$ cat config.mk
export PLATFORM = sky130hd
export DESIGN_NAME = sct_front
export DESIGN_NICKNAME = d
export VERILOG_FILES = /design/src/hdl/sct_pkg.sv /design/src/hdl/sct_front.sv
export SDC_FILE = /design/constraint.sdc
export NUM_CORES = 1
export LEC_CHECK = 0
export BUFFER_PORTS_ARGS = -buffer_cell sky130_fd_sc_hd__buf_2
export CORE_MARGIN = 10
export CORE_UTILIZATION = 42
export DETAILED_ROUTE_END_ITERATION = 10
export PLACE_DENSITY = 0.68
export SYNTH_ARGS = -nofsm -noshare
export SYNTH_HDL_FRONTEND = slang
export SYNTH_SLANG_ARGS = --single-unit
$ cat constraint.sdc
create_clock -name clk -period 2.75 [get_ports clk]
set_input_delay 0.1375 -clock clk [delete_from_list [all_inputs] [get_ports clk]]
set_output_delay 0.1375 -clock clk [all_outputs]
set_load 0.05 [all_outputs]
$ cat src/hdl/sct_pkg.sv
`timescale 1ns / 1ps
`default_nettype none

package sct_pkg;

  // Default structure sizes.
  localparam int DEPTH_LOG2_DEF  = 10;
  localparam int SAMPLE_BITS_DEF = 16;

  // Command queue between the front and the back end.
  localparam int QDEPTH = 2;

  // Fixed field widths.
  localparam int KIND_W   = 2;
  localparam int SMP_W    = 16;
  localparam int COL_W    = 12;
  localparam int OFS_W    = 10;
  localparam int BACK_W   = 13;
  localparam int CFG_IDX_W = 3;
  localparam int CFG_DAT_W = 24;

  // Command kinds.
  localparam logic [KIND_W-1:0] KIND_CLEAR   = 2'd0;
  localparam logic [KIND_W-1:0] KIND_PUSH    = 2'd1;
  localparam logic [KIND_W-1:0] KIND_SEARCH  = 2'd2;
  localparam logic [KIND_W-1:0] KIND_READOUT = 2'd3;

  // Result kinds.
  localparam logic RES_SEARCH = 1'b0;
  localparam logic RES_POINT  = 1'b1;

  // Register indexes.
  localparam logic [CFG_IDX_W-1:0] REG_TRIG_ENABLE = 3'd0;
  localparam logic [CFG_IDX_W-1:0] REG_TRIG_START  = 3'd1;
  localparam logic [CFG_IDX_W-1:0] REG_TRIG_WINDOW = 3'd2;
  localparam logic [CFG_IDX_W-1:0] REG_TRIG_THRESH = 3'd3;
  localparam logic [CFG_IDX_W-1:0] REG_VERT_GAIN   = 3'd4;
  localparam logic [CFG_IDX_W-1:0] REG_VERT_CENTER = 3'd5;
  localparam logic [CFG_IDX_W-1:0] REG_SCREEN_W    = 3'd6;

  // Register reset values.
  localparam logic signed [15:0] THRESH_RST = -16'sd410;
  localparam logic [11:0]        SCREEN_W_RST = 12'd1024;

  typedef struct packed {
    logic [KIND_W-1:0]       kind;
    logic signed [SMP_W-1:0] sample;
    logic [COL_W-1:0]        column;
  } cmd_t;

  typedef struct packed {
    logic                enable;
    logic [9:0]          start;
    logic [9:0]          window;
    logic signed [15:0]  threshold;
    logic [23:0]         gain;
    logic [11:0]         center;
    logic [11:0]         width;
  } cfg_t;

  typedef struct packed {
    logic               result_kind;
    logic [OFS_W-1:0]   trigger_offset;
    logic [11:0]        x_coord;
    logic signed [15:0] y_coord;
  } res_t;

endpackage

`default_nettype wire

$ cat src/hdl/sct_front.sv
`timescale 1ns / 1ps
`default_nettype none

module sct_front (
  input  wire logic          clk,
  input  wire logic          rst_n,
  input  wire logic          start,
  input  wire sct_pkg::cmd_t in_cmd,
  output logic               busy,
  output logic               q_valid,
  output sct_pkg::cmd_t      q_cmd,
  input  wire logic          q_pop
);
  import sct_pkg::*;

  localparam int PTR_W = (QDEPTH > 1) ? $clog2(QDEPTH) : 1;
  localparam int CNT_W = PTR_W + 1;

  cmd_t              q_mem [QDEPTH];
  logic [PTR_W-1:0]  wr_ptr_r;
  logic [PTR_W-1:0]  rd_ptr_r;
  logic [CNT_W-1:0]  cnt_r;
  logic [CNT_W-1:0]  cnt_nxt;
  logic              push;

  // A command is taken whenever the queue has room.
  assign busy    = (cnt_r == CNT_W'(QDEPTH));
  assign push    = start && !busy;
  assign q_valid = (cnt_r != '0);
  assign q_cmd   = q_mem[rd_ptr_r];

  // Occupancy follows pushes and pops.
  always_comb begin
    cnt_nxt = cnt_r;
    if (push && !q_pop) begin
      cnt_nxt = cnt_r + CNT_W'(1);
    end else if (!push && q_pop) begin
      cnt_nxt = cnt_r - CNT_W'(1);
    end
  end

  // Queue pointers and occupancy.
  always_ff @(posedge clk) begin
    if (!rst_n) begin
      wr_ptr_r <= '0;
      rd_ptr_r <= '0;
      cnt_r    <= '0;
    end else begin
      cnt_r <= cnt_nxt;
      if (push) begin
        wr_ptr_r <= wr_ptr_r + PTR_W'(1);
      end
      if (q_pop) begin
        rd_ptr_r <= rd_ptr_r + PTR_W'(1);
      end
    end
  end

  // Queue storage.
  always_ff @(posedge clk) begin
    if (push) begin
      q_mem[wr_ptr_r] <= in_cmd;
    end
  end

endmodule

`default_nettype wire

# After elaboration in Yosys (flattened, before gate mapping)
# Memory sizes are Yosys's and may differ from the RTL's. A register that Yosys moved wholly into a read port is not among the register bits.
# Cells that the tools add are included.
# W data, S select, Z words.
[totals]
register_bits = 4
in_bits = 34
mem_count = 1
output_inout_bits = 32
rom_bits = 0
ramBits = 60
latch_bits = 0
[classes]
bitwise = 0
mux = 6
mul = 0
n_eq_ne = 1
order_cmp = 0
div_mod_pow = 0
n_shift = 0
n_addsub = 4
reduce_logical = 8
[mem_list]
columns = ["memory", "words", "width", "rd", "rd_ports_with_merged_regs", "write_ports", "line_no", "rtl"]
rows = [
  ["q_mem", 2, 30, 1, 1, 1, "sct_front.sv:19", "cmd_t q_mem [QDEPTH];"],
]
[op_table]
columns = ["operator", "n"]
rows = [
  ["$mux W1", 4],
  ["$mux W2", 2],
  ["$reduce_bool A2 Y1", 2],
  ["$logic_and A1 B1 Y1", 3],
  ["$logic_not A1 Y1", 3],
  ["$add A1 B1 Y1 const B", 2],
  ["$add A2 B1 Y2 const B", 1],
  ["$eq A2 B2 Y1 const B", 1],
  ["$sub A2 B1 Y2 const B", 1],
]

# Depth between registers and ports, before layout
# Gate-level depths: netlist (run 1).
[logic_depth]
word_depth = 7
ltp_mapped = 7
mapped_depth_nobuf = 7

# Worst setup path after synthesis (run 1)
# Ideal clock, no wire load.
[synth_timing]
path_kind = "register to register"
from = "register cnt_r[0]"
to = "memory q_mem[0][0] in the netlist's numbering (enable)"
period_less_slack_ns = 2.286
setup_time_ns = 0.414
t_arrival_ns = 1.872
stages_incl_launch_ff = 4
path_slack_ns = 0.464
cell_sequence = "dfxtp_1 -> nand2b_2 -> inv_2 -> nor3_2"
[synth_between]
elab_chain_cells = 5
[synth_lines]
columns = ["item", "line_no", "rtl"]
rows = [
  ["start, declared", "sct_front.sv:22", "logic [CNT_W-1:0] cnt_r;"],
  ["start signal, assigned", "sct_front.sv:49", "cnt_r <= cnt_nxt;"],
  ["$eq A2 B2 Y1", "sct_front.sv:27", "assign busy = (cnt_r == CNT_W'(QDEPTH));"],
  ["via busy", "sct_front.sv:9", "output logic busy,"],
  ["$logic_not A1 Y1", "sct_front.sv:28", "assign push = start && !busy;"],
  ["$logic_and A1 B1 Y1", "sct_front.sv:28", ""],
  ["$mux W1", "sct_front.sv:61", "if (push) begin"],
  ["$mux W1 (not written as such)", "sct_front.sv:62", "q_mem[wr_ptr_r] <= in_cmd;"],
  ["end, declared", "sct_front.sv:19", ""],
]
# The timed path passes the listed nets, and every way through them passes these cells.

==> results of run 1 <==
synth_stat cells:
cell type	number
or3_1	1
and2_1	3
a21boi_1	1
mux2_1	4
nand2b_2	1
xor2_1	2
edfxtp_1	60
and3_1	1
o21a_1	1
xnor2_1	1
mux2_2	26
inv_1	2
dfxtp_1	5
buf_2	3
ha_1	1
a21boi_0	1
nor3_2	1
nor2_1	1
inv_2	1
or2_2	1
o21ai_0	1
path summary, 6_finish.rpt:
| check | to | slack [ps] | start |
|---|---|---|---|
| max | q_cmd[7] | 730 | flip-flop |
| min | q_mem[1][17]$_DFFE_PP_ | 20 | in_cmd[17] |
| max reg2reg | q_mem[1][23]$_DFFE_PP_ | 1070 | cnt_r[0]$_SDFFE_PN0P_ |
| min reg2reg | cnt_r[1]$_SDFFE_PN0P_ | 530 | cnt_r[1]$_SDFFE_PN0P_ |
per-stage QoR:
step / setup slack (ps) / cells / hold slack (ps) / utilization (%)
after floorplan: 464 / 118 / 236 / -
after detailed placement: 1030 / 256 / 329 / 51.8
final: 728 / 296 / 16.3 / 59.6
after CTS: 706 / 296 / 0.784 / 59.6
after global routing: 641 / 296 / 0.682 / 59.6
after global placement: 1080 / 256 / 326 / 51.8
flip-flops by register name (all words and copies together), names as in the netlist, named ones only:
name	flops
cnt_r	2
rd_ptr_r	1
wr_ptr_r	1
q_mem	60
cell families after synthesis:
logic type | count (synthesis)
compound gates | 4
xor+xnor | 3
fa+ha+maj | 1
buf+inv | 6
flops | 65
mux | 30
simple gates | 9
worst max-delay path, stage by stage (launching register included):
cell and delay (ps):
dfxtp_1 760, buf_12 240, mux2_1 340, buf_2 220
cell type report:
| cell class | instances | area, sq um |
|---|---|---|
| clock inverters | 4 | 45.0 |
| flip-flops and latches | 65 | 1900 |
| clock buffers | 11 | 131 |
| fillers | 436 | 2230 |
| multi-input cells | 47 | 470 |
| repair buffers | 94 | 631 |
| well taps | 72 | 90.1 |
| inverters | 3 | 11.3 |
power by group through the flow:
stage	Clock, uW	Sequential (uW)	Combinational, uW
6_report	730	1230	611
5_1_grt	794	1240	650
4_1_cts	758	1230	620
3_5_place_dp	0	1260	590
3_3_place_gp	0	1250	578
2_1_floorplan	0	1240	442
layer usage:
layer,GRT usage (%),wire [um],up-vias
li1,-,-,656
met1,11.5,1810,653
met2,19.0,2480,48
met3,4.95,473,5
met4,5.16,51,0
met5,0,0,-
==> impl_metrics.csv, run 1 <==
group,metric,value,unit
synth,yosys.area_share.adder,0.523,%
clock_network,insertion_delay,320,ps
power,p_sw_share,30.1,%
detailed_routing,wire_per_inst,16.2,um
cells_and_area,syn_to_final_growth,37.1,%
sta,fin_crit_sh,73.5,%
die,die_y,95.5,um
worst_hold_path,hp-class,"in2reg",
critical_path,cp.arrival,1880,ps
cells_and_area,num_antenna_cells,0,
synth,synth_largest_area_cell,"edfxtp_1",
sta,min_period,2020,ps
die,initial_core_util,43.4,%
critical_path,crit_type,"reg2out",
place,hpwlAfterDp,3.36,mm
cells_and_area,final_common_cell,"buf_2",
global_routing,grt_use_total,11.1,%
power,power,2570,uW
synth,synth_top_family_by_area,"multiplexers",
die,die_width,95.5,um
sta,worst_pin_slew,687,ps
clock_network,htreeDepth,3,
global_routing,grt_max_degree,20,
synth,synthCells,118,
clock_network,cts-root-buf,"clkbuf_8",
detailed_routing,num_vias,1362,
run_status,outcome,"finished, final reports clean",
critical_path,cp-start-kind,"flip-flop",
sta,setup_violations,0,
power,power.switching,774,uW
sta,slew_headroom,54.2,%
detailed_routing,drc_errors,0,
detailed_routing,drt_iter0_markers,43,
synth,synth_fp_nets,153,
sta,finalHoldViolCount,0,
sta,final_max_slew_viol_count,0,
power,max-vdd-ir-drop,0.000419,V
clock_network,cts_resized,0,
global_routing,grt-ovfl-total,0,
synth,synth_cell_types,21,
critical_path,required,2610,ps
clock_network,hold_buffers,25,
die,fp-row-count,27,
clock_network,cts_sinks,65,
synth,syn_avg_cell_area,20.3,sq um
global_routing,grt_pass1_vias,1559,
cells_and_area,final_cell_mix,"buf_2 (65), edfxtp_1 (60), mux2_2 (26), dlygate4sd3_1 (25), clkbuf_8 (9)",
die,io-pin-count,66,
critical_path,r2r.worst_path.cells,3,
synth,ys_ff_latch,65,
detailed_routing,dr.pass1.iters,4,
sta,fin_skew,7.40,ps
clock_network,cts_setup_buffers,0,
synth,synth_top_area_share,75.3,%
flow_run,drv_cap,0,
synth,syn-cell-area,2390,sq um
global_routing,antenna_found_initial,0,
critical_path,crit_fanout,17,
power,seqPwrFrac,47.9,%
place,io_buffers,65,
cells_and_area,finalInstanceArea,3280,sq um
critical_path,cp-end-kind,"primary output",
synth,ys_top_cells_by_area,"edfxtp_1 (75%), mux2_2 (12%), dfxtp_1 (4.2%)",
worst_hold_path,holdPathStages,1,
die,core,5510,sq um
power,p_per_area,784,nW/um^2
place,dpl_cell_area,2850,sq um
sta,rsz0062_at_grt,"false",
power,intPower,1800,uW
detailed_routing,routed_wl,4.81,mm
sta,clock.fmax,494,MHz
die,dieArea,9110,sq um
power,p_comb_share,23.7,%
clock_network,cts.clk_slew.worst_paths,60,ps
clock_network,numCtsBuffers,9,
cells_and_area,drive_gt1_share,50.0,%
cells_and_area,fin_nets,255,
synth,synth-simple-area-share,2.51,%
synth,synth-seq-area-share,79.5,%
power,p_clk_share,28.4,%
global_routing,grt_pass1_wl,7.70,mm
clock_network,cts_tree,"yes",
clock_network,clockBufferDepth,2,
synth,yosys_warnings,0,
synth,synth-xor-area-share,1.10,%
sta,finalSetupTns,0,ps
detailed_routing,via_per_inst,4.60,
synth,synth_mux_area_share,14.1,%
synth,synth-compound-area-share,1.15,%
detailed_routing,ant_nets,0,
power,p_leak,0.00127,uW
place,place_congestion,0.744,
Note: power is estimated with default switching activity, not from simulation.
==> run 2, diff against run 1 <==
Settings changed: PLACE_DENSITY 0.68 to 0.71.
Clock period 2.75 ns to 1.7 ns, I/O delays scaled along.
==> run 2 against run 1 <==
Net effect: global-route usage increased by 0.19 points; sequential share of layout area decreased by 2.2 points; register-to-register slack got worse by 850 ps; routed wire length increased by 2.4%; setup slack got worse by 610 ps; clock-buffer cell count decreased by 2; sequential cell count unchanged; critical endpoint is now q_cmd[20]; highest routed layer unchanged.
==> impl_metrics.csv, run 2 (synthesis gave the netlist of run 1 again) <==
group,metric,value,unit
die,die_y,95.5,um
die,dieArea,9110,sq um
sta,worst_pin_slew,265,ps
detailed_routing,wire_per_inst,16.2,um
clock_network,numCtsBuffers,9,
cells_and_area,regMostFlops,"q_mem",
global_routing,grt-ovfl-total,0,
global_routing,grt_use_total,11.3,%
die,io-pin-count,66,
detailed_routing,num_vias,1366,
detailed_routing,drc_errors,0,
sta,final_max_slew_viol_count,0,
power,max-vdd-ir-drop,0.000924,V
sta,slew_headroom,82.4,%
die,die_width,95.5,um
place,hpwlAfterDp,3.32,mm
place,io_buffers,65,
sta,fin_crit_sh,93.0,%
critical_path,cp-start-kind,"flip-flop",
clock_network,cts_sinks,65,
clock_network,cts_resized,0,
power,p_leak,0.00132,uW
place,place_congestion,0.700,
die,fp-row-count,27,
sta,rsz0062_at_grt,"false",
cells_and_area,syn_to_final_growth,42.6,%
detailed_routing,dr.pass1.iters,3,
critical_path,crit_fanout,16,
cells_and_area,finalInstanceArea,3410,sq um
clock_network,cts_tree,"yes",
detailed_routing,via_per_inst,4.49,
cells_and_area,final_cell_mix,"buf_2 (65), edfxtp_1 (60), dlygate4sd3_1 (30), mux2_2 (26), clkbuf_8 (9)",
cells_and_area,num_antenna_cells,0,
sta,whs,13.0,ps
die,core,5510,sq um
die,initial_core_util,43.4,%
clock_network,hold_buffers,30,
clock_network,cts_setup_buffers,0,
cells_and_area,multi_input_area,475,sq um
cells_and_area,fillers,427,
power,power,4580,uW
cells_and_area,top_regs,"q_mem (60), cnt_r (2)",
worst_hold_path,hp-class,"in2reg",
sta,clock.fmax,633,MHz
critical_path,cp.arrival,1500,ps
critical_path,cp-end-kind,"primary output",
power,p_per_area,1340,nW/um^2
clock_network,cts.clk_slew.worst_paths,70,ps
detailed_routing,drt_iter0_markers,38,
detailed_routing,routed_wl,4.92,mm
cells_and_area,seqCellArea,1900,sq um
sta,setup_violations,0,
cells_and_area,fin_nets,262,
place,place_inst,258,
sta,finalHoldViolCount,0,
clock_network,cts-root-buf,"clkbuf_8",
cells_and_area,largest_reg_flops,60,
critical_path,required,1620,ps
cells_and_area,final_common_cell,"buf_2",
place,dpl_cell_area,2870,sq um
global_routing,grt_pass1_vias,1573,
sta,min_period,1580,ps
global_routing,grt_max_degree,25,
clock_network,htreeDepth,3,
clock_network,insertion_delay,340,ps
critical_path,crit_type,"reg2out",
run_status,outcome,"finished, final reports clean",
flow_run,drv_cap,0,
sta,fin_skew,9.18,ps
cells_and_area,fin_cells,304,
clock_network,clockBufferDepth,2,
cells_and_area,drive_gt1_share,50.9,%
global_routing,grt_pass1_wl,7.63,mm
detailed_routing,ant_nets,0,
global_routing,antenna_found_initial,0,
cells_and_area,fin_util,61.9,%
==> run 2: changes by cell type in the layout (fill, tap and decap cells not counted), sizes merged <==
| cell | delta |
|---|---|
| dlygate4sd3 | +5 |
| buf | +2 |
| bufinv | +2 |
| clkbuf | -2 |
| clkinvlp | +2 |
| clkinv | -1 |
==> run 2: routing by layer <==
layer  global-route usage, %  up-vias  wire length, um
li1                        -      674                -
met1                    11.3      652             1850
met2                    20.2       31             2750
met3                    3.46        9              225
met4                    6.63        0               99
met5                       0        -                0
==> run 2: worst paths after layout <==
kind                          from                     to  slack [ps]  cells after the start
min reg2reg  cnt_r[1]$_SDFFE_PN0P_  cnt_r[1]$_SDFFE_PN0P_         540                      2
max reg2reg  cnt_r[0]$_SDFFE_PN0P_  cnt_r[1]$_SDFFE_PN0P_         220                      6
max                      flip-flop              q_cmd[20]         120                      3
min                          rst_n  cnt_r[0]$_SDFFE_PN0P_          10                      2
==> run 2: area by class of cell <==
class	count	share of cell area, %
Clock buffer	9	3.63
Clock inverter	7	3.48
Inverter	3	0.477
Multi-Input combinational cell	47	13.9
Sequential cell	65	55.8
Tap cell	72	2.64
Timing Repair Buffer	101	20.0
==> run 2: where the power goes <==
part / internal (uW) / switching (uW) / total [uW]
combinational: 334 / 690 / 1020
sequential: 1930 / 49.1 / 1980
clock: 973 / 596 / 1570
total: 3240 / 1340 / 4580
==> run 2: per-stage QoR <==
stage	setup WS [ps]	setup TNS, ps
after floorplan	-67.5	-2020
after global placement	279	0
after detailed placement	226	0
after CTS	79.6	0
after global routing	36.5	0
final	119	0
==> run 2: worst max-delay path, cell delays in order (launching register included) <==
cell	delay, ps
dfxtp_1	330
buf_4	240
mux2_2	380
buf_2	210
==> run 3, diff against run 2 <==
Settings changed: CORE_MARGIN 10 to 3.
==> run 3 against run 2 <==
Net effect: clock power decreased by 13%; non-clock buffer count decreased by 3; clock-buffer cell count increased by 1; largest power group unchanged.
==> impl_metrics.csv, run 3 (synthesis gave the netlist of run 1 again) <==
group,metric,value,unit
sta,fin_skew,5.69,ps
global_routing,grt_pass1_wl,6.99,mm
detailed_routing,via_per_inst,4.73,
cells_and_area,num_antenna_cells,0,
detailed_routing,drt_iter0_markers,54,
cells_and_area,fin_nets,259,
sta,finalSetupTns,0,ps
place,place_congestion,0.625,
critical_path,crit_fanout,30,
cells_and_area,fin_util,63.7,%
die,io-pin-count,66,
clock_network,cts.clk_slew.worst_paths,70,ps
clock_network,numCtsBuffers,9,
sta,slew_headroom,81.8,%
place,hpwlAfterDp,2.83,mm
die,dieArea,6640,sq um
sta,fin_crit_sh,91.8,%
flow_run,drv_cap,0,
sta,rsz0062_at_grt,"false",
cells_and_area,regMostFlops,"q_mem",
sta,finalHoldViolCount,0,
sta,setup_ws,140,ps
clock_network,htreeDepth,3,
sta,setup_violations,0,
global_routing,grt-ovfl-total,0,
power,power,4380,uW
critical_path,r2r.worst_path.cells,6,
die,initial_core_util,45.1,%
die,core,5300,sq um
cells_and_area,syn_to_final_growth,41.2,%
critical_path,crit_type,"reg2out",
worst_hold_path,hp-class,"in2reg",
critical_path,cp-end-kind,"primary output",
global_routing,antenna_found_initial,0,
cells_and_area,final_common_cell,"buf_2",
critical_path,cp-start-kind,"flip-flop",
detailed_routing,num_vias,1413,
detailed_routing,drc_errors,0,
die,die_y,81.5,um
cells_and_area,final_cell_mix,"buf_2 (65), edfxtp_1 (60), dlygate4sd3_1 (30), mux2_2 (26), clkbuf_8 (9)",
clock_network,cts-root-buf,"clkbuf_8",
detailed_routing,wire_per_inst,15.4,um
power,p_leak,0.00131,uW
global_routing,grt_max_degree,31,
clock_network,cts_sinks,65,
sta,worst_pin_slew,274,ps
global_routing,grt_pass1_vias,1528,
place,dpl_cell_area,2870,sq um
cells_and_area,largest_reg_flops,60,
detailed_routing,routed_wl,4.61,mm
worst_hold_path,hold_start,"rst_n",
cells_and_area,fillers,394,
sta,clock.fmax,641,MHz
cells_and_area,top_regs,"q_mem (60), cnt_r (2)",
clock_network,cts_tree,"yes",
critical_path,required,1620,ps
power,max-vdd-ir-drop,0.000715,V
die,fp-row-count,26,
clock_network,cts_resized,0,
detailed_routing,dr.pass1.iters,4,
cells_and_area,drive_gt1_share,49.8,%
detailed_routing,ant_nets,0,
critical_path,reg2reg_from,"cnt_r[0]$_SDFFE_PN0P_",
global_routing,grt_use_total,14.5,%
clock_network,cts_setup_buffers,0,
place,dpl_worst_slack,220,ps
clock_network,insertion_delay,320,ps
power,p_per_area,1300,nW/um^2
die,die_width,81.5,um
sta,final_max_slew_viol_count,0,
sta,min_period,1560,ps
clock_network,clockBufferDepth,2,
worst_hold_path,holdPathStages,2,
critical_path,cp.arrival,1480,ps
run_status,outcome,"finished, final reports clean",
place,io_buffers,65,
cells_and_area,finalInstanceArea,3380,sq um
run 3: changes by cell type in the layout (fill, tap and decap cells not counted), sizes merged:
| cell | previous run | this run |
|---|---|---|
| bufinv | 3 | 2 |
| buf | 71 | 68 |
| clkbuf | 9 | 10 |
| clkinv | 2 | 3 |
| clkinvlp | 2 | 1 |
run 3: worst paths after layout:
check                                to  slack, ps
setup / recovery              q_cmd[25]        140
hold / removal    wr_ptr_r$_SDFFE_PN0N_         40
setup reg to reg  cnt_r[1]$_SDFFE_PN0P_        190
hold reg to reg   cnt_r[1]$_SDFFE_PN0P_        540
run 3: report_power, final:
group	total [uW]	internal, uW	switching [uW]	leakage [uW]
Sequential	1990	1940	52.6	0.000602
Clock	1370	818	550	0.000106
Combinational	1020	335	689	0.000598
Total	4380	3090	1290	0.00131
run 3: cell type report:
type                            instances  area, sq um  share of cell area (%)
Timing Repair Buffer                   98          686                    20.3
Clock inverter                          6         82.6                    2.44
Tap cell                               70         87.6                    2.59
Sequential cell                        65         1900                    56.3
Multi-Input combinational cell         47          475                    14.1
Clock buffer                           10          128                    3.78
Inverter                                3         16.3                   0.481
run 3: layer usage:
metal / vias up / GRT usage [%] / part of all wire (%)
li1: 665 / - / -
met1: 688 / 15.7 / 39
met2: 46 / 26.1 / 53
met3: 14 / 2.85 / 5.2
met4: 0 / 8.78 / 3.0
met5: - / 0 / 0
run 3: timing repair:
item                                    4_1_cts  5_1_grt
hold buffers                                 30        0
endpoints found under the setup margin        0        0
endpoints found under the hold margin        60        0
run 3: critical path, cell delays in order, from the launching register on:
cell and delay [ps]:
dfxtp_1 360, buf_12 210, mux2_2 370, buf_2 210
run 3: through the flow:
stage / hold WS (ps) / cells
after floorplan: 184 / 118
after global placement: 274 / 253
after detailed placement: 277 / 253
after CTS: 21.3 / 299
after global routing: 30.8 / 299
final: 36.2 / 299
